[src/hw/rtl/stbs_pkg.sv]
// Shared types and field widths for the sorted table search block.
// No dependencies; imported by the controller, the top level and the checker.
package stbs_pkg;

    localparam int CFG_W   = 11;  // table_length register
    localparam int IDX_W   = 10;  // entry_index / found_index fields
    localparam int VAL_W   = 32;  // value / found_value fields

    typedef enum logic {
        OP_WRITE  = 1'b0,
        OP_SEARCH = 1'b1
    } t_op;

    typedef enum logic [1:0] {
        ORDER_DECR  = 2'd0,
        ORDER_INCR  = 2'd1,
        ORDER_CONST = 2'd2
    } t_order;

    typedef enum logic [2:0] {
        ST_IDLE,
        ST_FIRST,
        ST_LAST,
        ST_PROBE,
        ST_DONE
    } t_state;

    // Finished search result handed from the controller to the output stage
    typedef struct packed {
        logic             valid;
        logic             found;
        logic [IDX_W-1:0] index;
        logic [VAL_W-1:0] value;
        t_order           order;
    } t_result;

endpackage

[src/hw/rtl/stbs_ctrl.sv]
// Search sequencer: order check from first/last entry, then one probe per cycle.
// Depends on stbs_pkg; drives the table read address and hands back a t_result.
module stbs_ctrl import stbs_pkg::*; #(
    parameter int TABLE_DEPTH = 1024,
    parameter int ENTRY_WIDTH = 32,
    localparam int AW = $clog2(TABLE_DEPTH)
) (
    input  logic                   i_clk,
    input  logic                   i_rst_n,
    input  logic                   i_start,         // search request accepted
    input  logic [ENTRY_WIDTH-1:0] i_key,
    input  logic [CFG_W-1:0]       i_table_length,
    input  logic [ENTRY_WIDTH-1:0] i_rdata,
    input  logic                   i_take,          // output stage takes the result
    output logic [AW-1:0]          o_raddr,
    output logic                   o_idle,
    output t_result                o_result
);

    localparam int BW = AW + 1;

    t_state                 r_state, n_state;
    logic [ENTRY_WIDTH-1:0] r_key, r_first, r_value;
    logic [BW-1:0]          r_last, r_low, r_high;
    logic [AW-1:0]          r_mid, r_pos;
    logic                   r_found;
    t_order                 r_order;

    logic [31:0]            len32, use_len;
    logic [BW-1:0]          last_idx;
    t_order                 cls_order;
    logic [BW-1:0]          mid_bw, nl, nh;
    logic [BW:0]            msum;
    logic [AW-1:0]          next_mid;
    logic                   eq, go_up, miss;
    logic [31:0]            pos32;
    logic [63:0]            val64;

    // length in use: zero reads as one, saturate at the table depth
    always_comb begin
        len32 = 32'(i_table_length);
        if (len32 == 32'd0) begin
            use_len = 32'd1;
        end else if (len32 > 32'(TABLE_DEPTH)) begin
            use_len = 32'(TABLE_DEPTH);
        end else begin
            use_len = len32;
        end
        last_idx = BW'(use_len - 32'd1);
    end

    // classify from first entry (registered) and last entry (on read data)
    always_comb begin
        if (r_first > i_rdata) begin
            cls_order = ORDER_DECR;
        end else if (r_first < i_rdata) begin
            cls_order = ORDER_INCR;
        end else begin
            cls_order = ORDER_CONST;
        end
    end

    // shared probe unit: compare, bound update, next midpoint
    always_comb begin
        mid_bw = {1'b0, r_mid};
        eq     = (i_rdata == r_key);
        go_up  = (r_order == ORDER_INCR) ? (r_key > i_rdata) : (r_key < i_rdata);
        if (go_up) begin
            nl = mid_bw + BW'(1);
            nh = r_high;
        end else begin
            nl = r_low;
            nh = mid_bw - BW'(1);
        end
        // stepping below index zero ends the search
        miss     = (!go_up && (r_mid == '0)) || (nl > nh);
        msum     = {1'b0, nl} + {1'b0, nh};
        next_mid = msum[AW:1];
    end

    // next state
    always_comb begin
        n_state = r_state;
        unique case (r_state)
            ST_IDLE:  if (i_start) n_state = ST_FIRST;
            ST_FIRST: n_state = ST_LAST;
            ST_LAST:  n_state = (cls_order == ORDER_CONST) ? ST_DONE : ST_PROBE;
            ST_PROBE: if (eq || miss) n_state = ST_DONE;
            ST_DONE:  if (i_take) n_state = ST_IDLE;
            default:  n_state = ST_IDLE;
        endcase
    end

    // outputs: read address per state, idle flag, result
    always_comb begin
        unique case (r_state)
            ST_IDLE:  o_raddr = '0;
            ST_FIRST: o_raddr = r_last[AW-1:0];
            ST_LAST:  o_raddr = r_last[AW:1];
            ST_PROBE: o_raddr = next_mid;
            ST_DONE:  o_raddr = '0;
            default:  o_raddr = '0;
        endcase
        o_idle = (r_state == ST_IDLE);

        pos32          = 32'(r_pos);
        val64          = 64'(r_value);
        o_result.valid = (r_state == ST_DONE);
        o_result.found = r_found;
        o_result.index = r_found ? pos32[IDX_W-1:0] : '0;
        o_result.value = r_found ? val64[VAL_W-1:0] : '0;
        o_result.order = r_order;
    end

    // state register
    always_ff @(posedge i_clk) begin
        if (!i_rst_n) begin
            r_state <= ST_IDLE;
        end else begin
            r_state <= n_state;
        end
    end

    // search datapath registers
    always_ff @(posedge i_clk) begin
        unique case (r_state)
            ST_IDLE: begin
                if (i_start) begin
                    r_key  <= i_key;
                    r_last <= last_idx;
                end
            end
            ST_FIRST: begin
                r_first <= i_rdata;
            end
            ST_LAST: begin
                r_order <= cls_order;
                if (cls_order == ORDER_CONST) begin
                    r_found <= (r_first == r_key);
                    r_pos   <= '0;
                    r_value <= r_first;
                end else begin
                    r_low  <= '0;
                    r_high <= r_last;
                    r_mid  <= r_last[AW:1];
                end
            end
            ST_PROBE: begin
                if (eq) begin
                    r_found <= 1'b1;
                    r_pos   <= r_mid;
                    r_value <= i_rdata;
                end else if (miss) begin
                    r_found <= 1'b0;
                end else begin
                    r_low  <= nl;
                    r_high <= nh;
                    r_mid  <= next_mid;
                end
            end
            ST_DONE: begin
            end
            default: begin
            end
        endcase
    end

endmodule

[config.mk]
export PLATFORM = sky130hd
export DESIGN_NAME = stbs_ctrl
export DESIGN_NICKNAME = d
export VERILOG_FILES = /design/src/hw/rtl/stbs_pkg.sv /design/src/hw/rtl/stbs_ctrl.sv
export SDC_FILE = /design/constraint.sdc
export NUM_CORES = 1
export LEC_CHECK = 0
export ABC_CLOCK_PERIOD_IN_PS = 9800
export BUFFER_PORTS_ARGS = -buffer_cell sky130_fd_sc_hd__buf_2
export CORE_MARGIN = 2
export CORE_UTILIZATION = 45
export CTS_CLUSTER_DIAMETER = 150
export DETAILED_ROUTE_END_ITERATION = 12
export PLACE_DENSITY = 0.65
export SLEW_MARGIN = 20
export SYNTH_ARGS = -nofsm -noshare
export SYNTH_HDL_FRONTEND = slang
export SYNTH_SLANG_ARGS = --single-unit
[constraint.sdc]
create_clock -name i_clk -period 9.8 [get_ports i_clk]
set_clock_uncertainty 0.05 [all_clocks]
set_input_delay 1.47 -clock i_clk [delete_from_list [all_inputs] [get_ports i_clk]]
set_output_delay 1.47 -clock i_clk [all_outputs]
set_load 0.005 [all_outputs]
======== Word-level counts from Yosys, hierarchy flattened ========
Cells that the tools add are included.
storage, ports and cells
  flip-flop bits (word level) ............. 155
  input port bits ......................... 79
cells by class
  $add $sub $neg .......................... 4
  order comparisons ....................... 6
  equal/unequal tests ..................... 17
  muxes and demuxes ....................... 37
  reduce and logical (&&, ||, !) cells .... 13
operators by type and width
  kind                                                  number
  two-way mux 11 bit                                    10
  two-way mux 32 bit                                    3
  equality test 32 bit                                  2
  > comparator 32 bit                                   2
  < comparator 32 bit                                   2
  case mux 32 bit (2 select lines)                      1
  two-way mux 10 bit                                    6
  case mux 11 bit (2 select lines)                      2
  case mux 10 bit (2 select lines)                      2
  case mux 10 bit (3 select lines)                      1
  != test 2 bit (second input constant)                 8
  case mux 3 bit (5 select lines)                       1
  two-way mux 3 bit                                     4
  adder 10 x 1 -> 11 bit (second input constant)        1
  adder 11 bit                                          1
  > comparator 11 bit                                   1
  > comparator 11 bit (second input constant)           1
  logical NOT 11 bit                                    1
  subtractor 10 x 1 -> 11 bit (second input constant)   1
  subtractor 11 x 1 -> 11 bit (second input constant)   1
  logical NOT 10 bit                                    1
  AND reduction 3 bit                                   3
  equality test 3 x 2 -> 1 bit (second input constant)  2
  two-way mux 1 bit                                     4
  14 further kinds                                      16

======== Depth between registers and ports, before layout ========
  depth after elaboration ................. 8
  depth in mapped cells ................... 25
  depth with buffers taken out ............ 23

======== Worst setup path before layout ========
Ideal clock, no wire load.
  path kind ............................... input-to-output
  start ................................... input i_rdata[19]
  end ..................................... output o_raddr[8]
  arrival ................................. 5.593 ns
  required time ........................... 8.280 ns
  path slack .............................. 2.687 ns
  cell stages on the path ................. 21
  cell sequence ........................... inv_1 ha_1 and3_1 a221o_1 a22oi_1 o211ai_1 or2_4 mux2i_2 buf_2 mux2i_1 inv_1 ha_1 a21o_1 a21oi_1 o21ai_0 a21oi_1 o21ai_0 a211o_1 a31oi_1 xnor2_1 o21ai_0
on the way
  longest elaborated chain between the ends .. 5
  elaborated cells on any way between the ends .. 7
  classes of those cells .................. add/sub: 1; order compare: 2; mux: 4
ends and longest elaborated chain
  element                                                            line             RTL
  start: declaration                                                 stbs_ctrl.sv:13  input logic [ENTRY_WIDTH-1:0] i_rdata,
  < comparator 32 bit / > comparator 32 bit (equally long branches)  stbs_ctrl.sv:67  go_up = (r_order == ORDER_INCR) ? (r_key > i_rdata) : (r_key < i_rdata);
  two-way mux 1 bit *                                                stbs_ctrl.sv:67
  two-way mux 11 bit *                                               stbs_ctrl.sv:68  if (go_up) begin
  net nl[1]                                                          stbs_ctrl.sv:32  logic [BW-1:0] mid_bw, nl, nh;
  adder 11 bit *                                                     stbs_ctrl.sv:77  msum = {1'b0, nl} + {1'b0, nh};
  case mux 10 bit (3 select lines) *                                 stbs_ctrl.sv:96  unique case (r_state)
  end: declaration                                                   stbs_ctrl.sv:15  output logic [AW-1:0] o_raddr,
The timed path passes the listed nets; every way through them passes the cells marked *.

======== Final worst setup path ========
  start ................................... input i_rdata[27]
  end ..................................... output o_raddr[8]
Same word-level chain as after synthesis.

==> metrics.md <==
| Metric | Value |
|---|---|
| Largest net degree at the start of global routing | 82 |
| Die width | 148 um |
| Slew Viols, Final | 0 |
| Non-Filler Instances | 1293 |
| CTS clk-pin slew, worst paths | 0.06 ns |
| Yosys top cell by area | edfxtp_1 |
| Max Cap Viol | 0 |
| Final wirelength | 22.0 mm |
| Fillers | 1891 |
| Final standard cell area without fillers | 10800 um2 |
| Peak Freq | 128 MHz |
| Vias in the first global route | 6685 |
| Initial antenna violation count | 1 |
| Ys flop type | edfxtp_1 |
| Worst-Skew Late Latency | 0.43 ns |
| Syn nets | 1052 |
| GRT overflow | 0 |
| Clock buffer count from CTS | 17 |
| Status | completed |
| Num rows | 52 |
| Layout overhead on the synthesized area | 15.9% |
| RSZ-0062 raised after global routing | no |
| Final setup fails | 0 |
| GP Congestion | 0.885 |
| Synthesized cell area | 9320 um2 |
| Antenna-violating nets left | 0 |
| Crit-path max FO | 40 |
| Clock Path Buffers | 2 |
| Distinct cells, synth | 57 |
| Hold-fix buffers, CTS | 0 |
| Avg Inst Size Synth | 10.5 um2 |
| Most frequent cells after synthesis | 152 x edfxtp_1, 88 x ha_1, 87 x nand2_1, 71 x o21ai_0, 64 x inv_1 |
| Critical path launch point type | input port |
| Root Driver | clkbuf_16 |
| Remaining DRCs | 0 |
| Clk sinks | 155 |
| I/O pin cnt | 136 |
| Actual slew at the worst max-slew pin | 0.772 ns |
| Post-CTS Resized | 0 |
| Core area | 20300 um2 |
| Final nets | 1179 |
| HP Class | reg2reg |
| Die area | 21900 um2 |
| Hold wc startpoint | r_first[16] |
| Placed Instances | 1262 |
| Cells after synthesis | 884 |
| Fin Setup TNS | 0 ns |
| Pwr per Cell Area | 188 nW/um2 |
| Final Hold Viols | 0 |
| Port Buffers | 135 |
| TritonCTS clock tree | yes |
| Count leader, synth | edfxtp_1 |
| Starting Density | 45.9% |
| Leakage power | 0.00459 uW |
| Worst Setup End Kind | output port |
| Vias per inst | 5.28 |
| Worst IR Drop VDD | 0.000125 V |
| Async SR Flop Fraction | 0% |
| First-pass GRT wire length | 35.3 mm |
| Headroom to the max-slew limit | 47.8% |
| Setup bufs post-CTS | 0 |
| Initial DRC Count | 445 |
| Fraction of the cycle the final worst path needs | 80.0% |
| Synth Warn # | 0 |
| Post-layout util | 53.3% |
| Total track usage | 20.7% |
| CP arrival | 6.32 ns |
| Synth area leaders | edfxtp_1 49%, ha_1 12%, and2_1 4.1%, o21ai_0 3.8%, nand2_1 3.5% |
| HPWL after DPL | 16.4 mm |
| Post-synthesis sequential area ratio | 49.6% |
| H-tree levels | 4 |
| Pre-Repair DR Iteration Count | 5 |
| RR Startpoint | r_key[27] |
| Crit path kind | in2out |
| Beginning of the critical path | i_rdata[27] |
| Worst EP required | 8.28 ns |
| Cell Area, Placed | 10300 um2 |
| Routed wire length per instance | 17.0 um |
| Share of the synthesized area in the top cell type | 49.0% |
| # diodes | 0 |
| Share of cells above drive strength 1 | 17.8% |
| EDFF count, synth | 152 |
| Die H | 148 um |
| Synthesized flop and latch total | 155 |
| Via count | 6828 |
| Min Tclk post-route | 7.84 ns |
## kinds of logic after synthesis
group,share of synthesized area [%]
multiplexers,1.21
adder cells (fa/ha/maj),12.0
buffers and inverters,4.09
AO/OA/AOI/OAI,11.5
flip-flops,49.6
AND/OR/NAND/NOR,16.3
XOR/XNOR,5.35
## power breakdown
group          internal [uW]  switching [uW]
combinational            214             331
sequential               821            51.6
clock                    347             264
total                   1380             646
## path summary, 6_finish.rpt
path,slack [ns],to,cells after the start
setup reg to reg,3.61,r_low[4],18
hold / removal,0.57,r_value[16],2
setup / recovery,1.96,o_raddr[8],23
hold reg to reg,0.57,r_value[16],2
## sequential cells by signal, indices dropped and copies added (netlist names)
name     count
r_high      11
r_order      2
r_last      11
r_mid       10
r_key       32
r_found      1
r_low       11
r_state      3
r_pos       10
r_value     32
r_first     32
## stage by stage
step / setup WS, ns / hold slack (ns) / power [uW]
5_1_grt: 1.51 / 0.610 / 2140
4_1_cts: 1.96 / 0.571 / 2040
2_1_floorplan: 2.69 / 0.502 / 1260
6_report: 1.96 / 0.569 / 2030
3_5_place_dp: 1.96 / 0.551 / 1420
3_3_place_gp: 2.09 / 0.545 / 1420
## worst max-delay path: stages
cell	delay (ns)
buf_2	0.10
inv_1	0.06
ha_1	0.32
nand4_1	0.19
nor4_2	0.41
nand3_1	0.18
a31oi_2	0.23
o21ai_1	0.13
mux2i_2	0.16
buf_4	0.39
mux2i_1	0.39
inv_1	0.11
ha_1	0.34
a21o_1	0.19
a21oi_1	0.20
o21ai_0	0.11
a21oi_1	0.22
o21ai_0	0.16
a211o_1	0.32
a31oi_1	0.21
xnor2_1	0.16
o21ai_0	0.10
buf_2	0.16
## area by class of cell
cell class / instances / area, um2 / share of cell area (%)
Clock inverter: 11 / 98.8 / 0.914
Inverter: 64 / 240 / 2.22
Sequential cell: 155 / 4620 / 42.8
Tap cell: 270 / 338 / 3.12
Timing Repair Buffer: 143 / 736 / 6.81
Multi-Input combinational cell: 630 / 4340 / 40.1
Clock buffer: 20 / 437 / 4.04
## routing by layer
| layer | vias to the layer above | part of all wire, % | global-route usage [%] |
|---|---|---|---|
| met3 | 19 | 5.8 | 4.66 |
| li1 | 3417 | - | - |
| met1 | 3194 | 47 | 29.6 |
| met2 | 196 | 46 | 32.3 |
| met5 | - | 0.050 | 0 |
| met4 | 2 | 0.96 | 5.14 |
## cell usage in the layout, fill, tap and decap left out, drive strengths merged, types with 7 or more instances in the layout
cell and instances:
edfxtp 152, buf 143, ha 88, nand2 87, o21ai 72, inv 65, and2 61, nor2 48
a21oi 45, xnor2 34, xor2 23, clkbuf 20, nand3 18, nand4 15, a21o 12, nand2b 12
nor4 11, a22oi 10, nor2b 9, or3 8, nor3 8, a31oi 7
(Power assumes the default switching activity.)
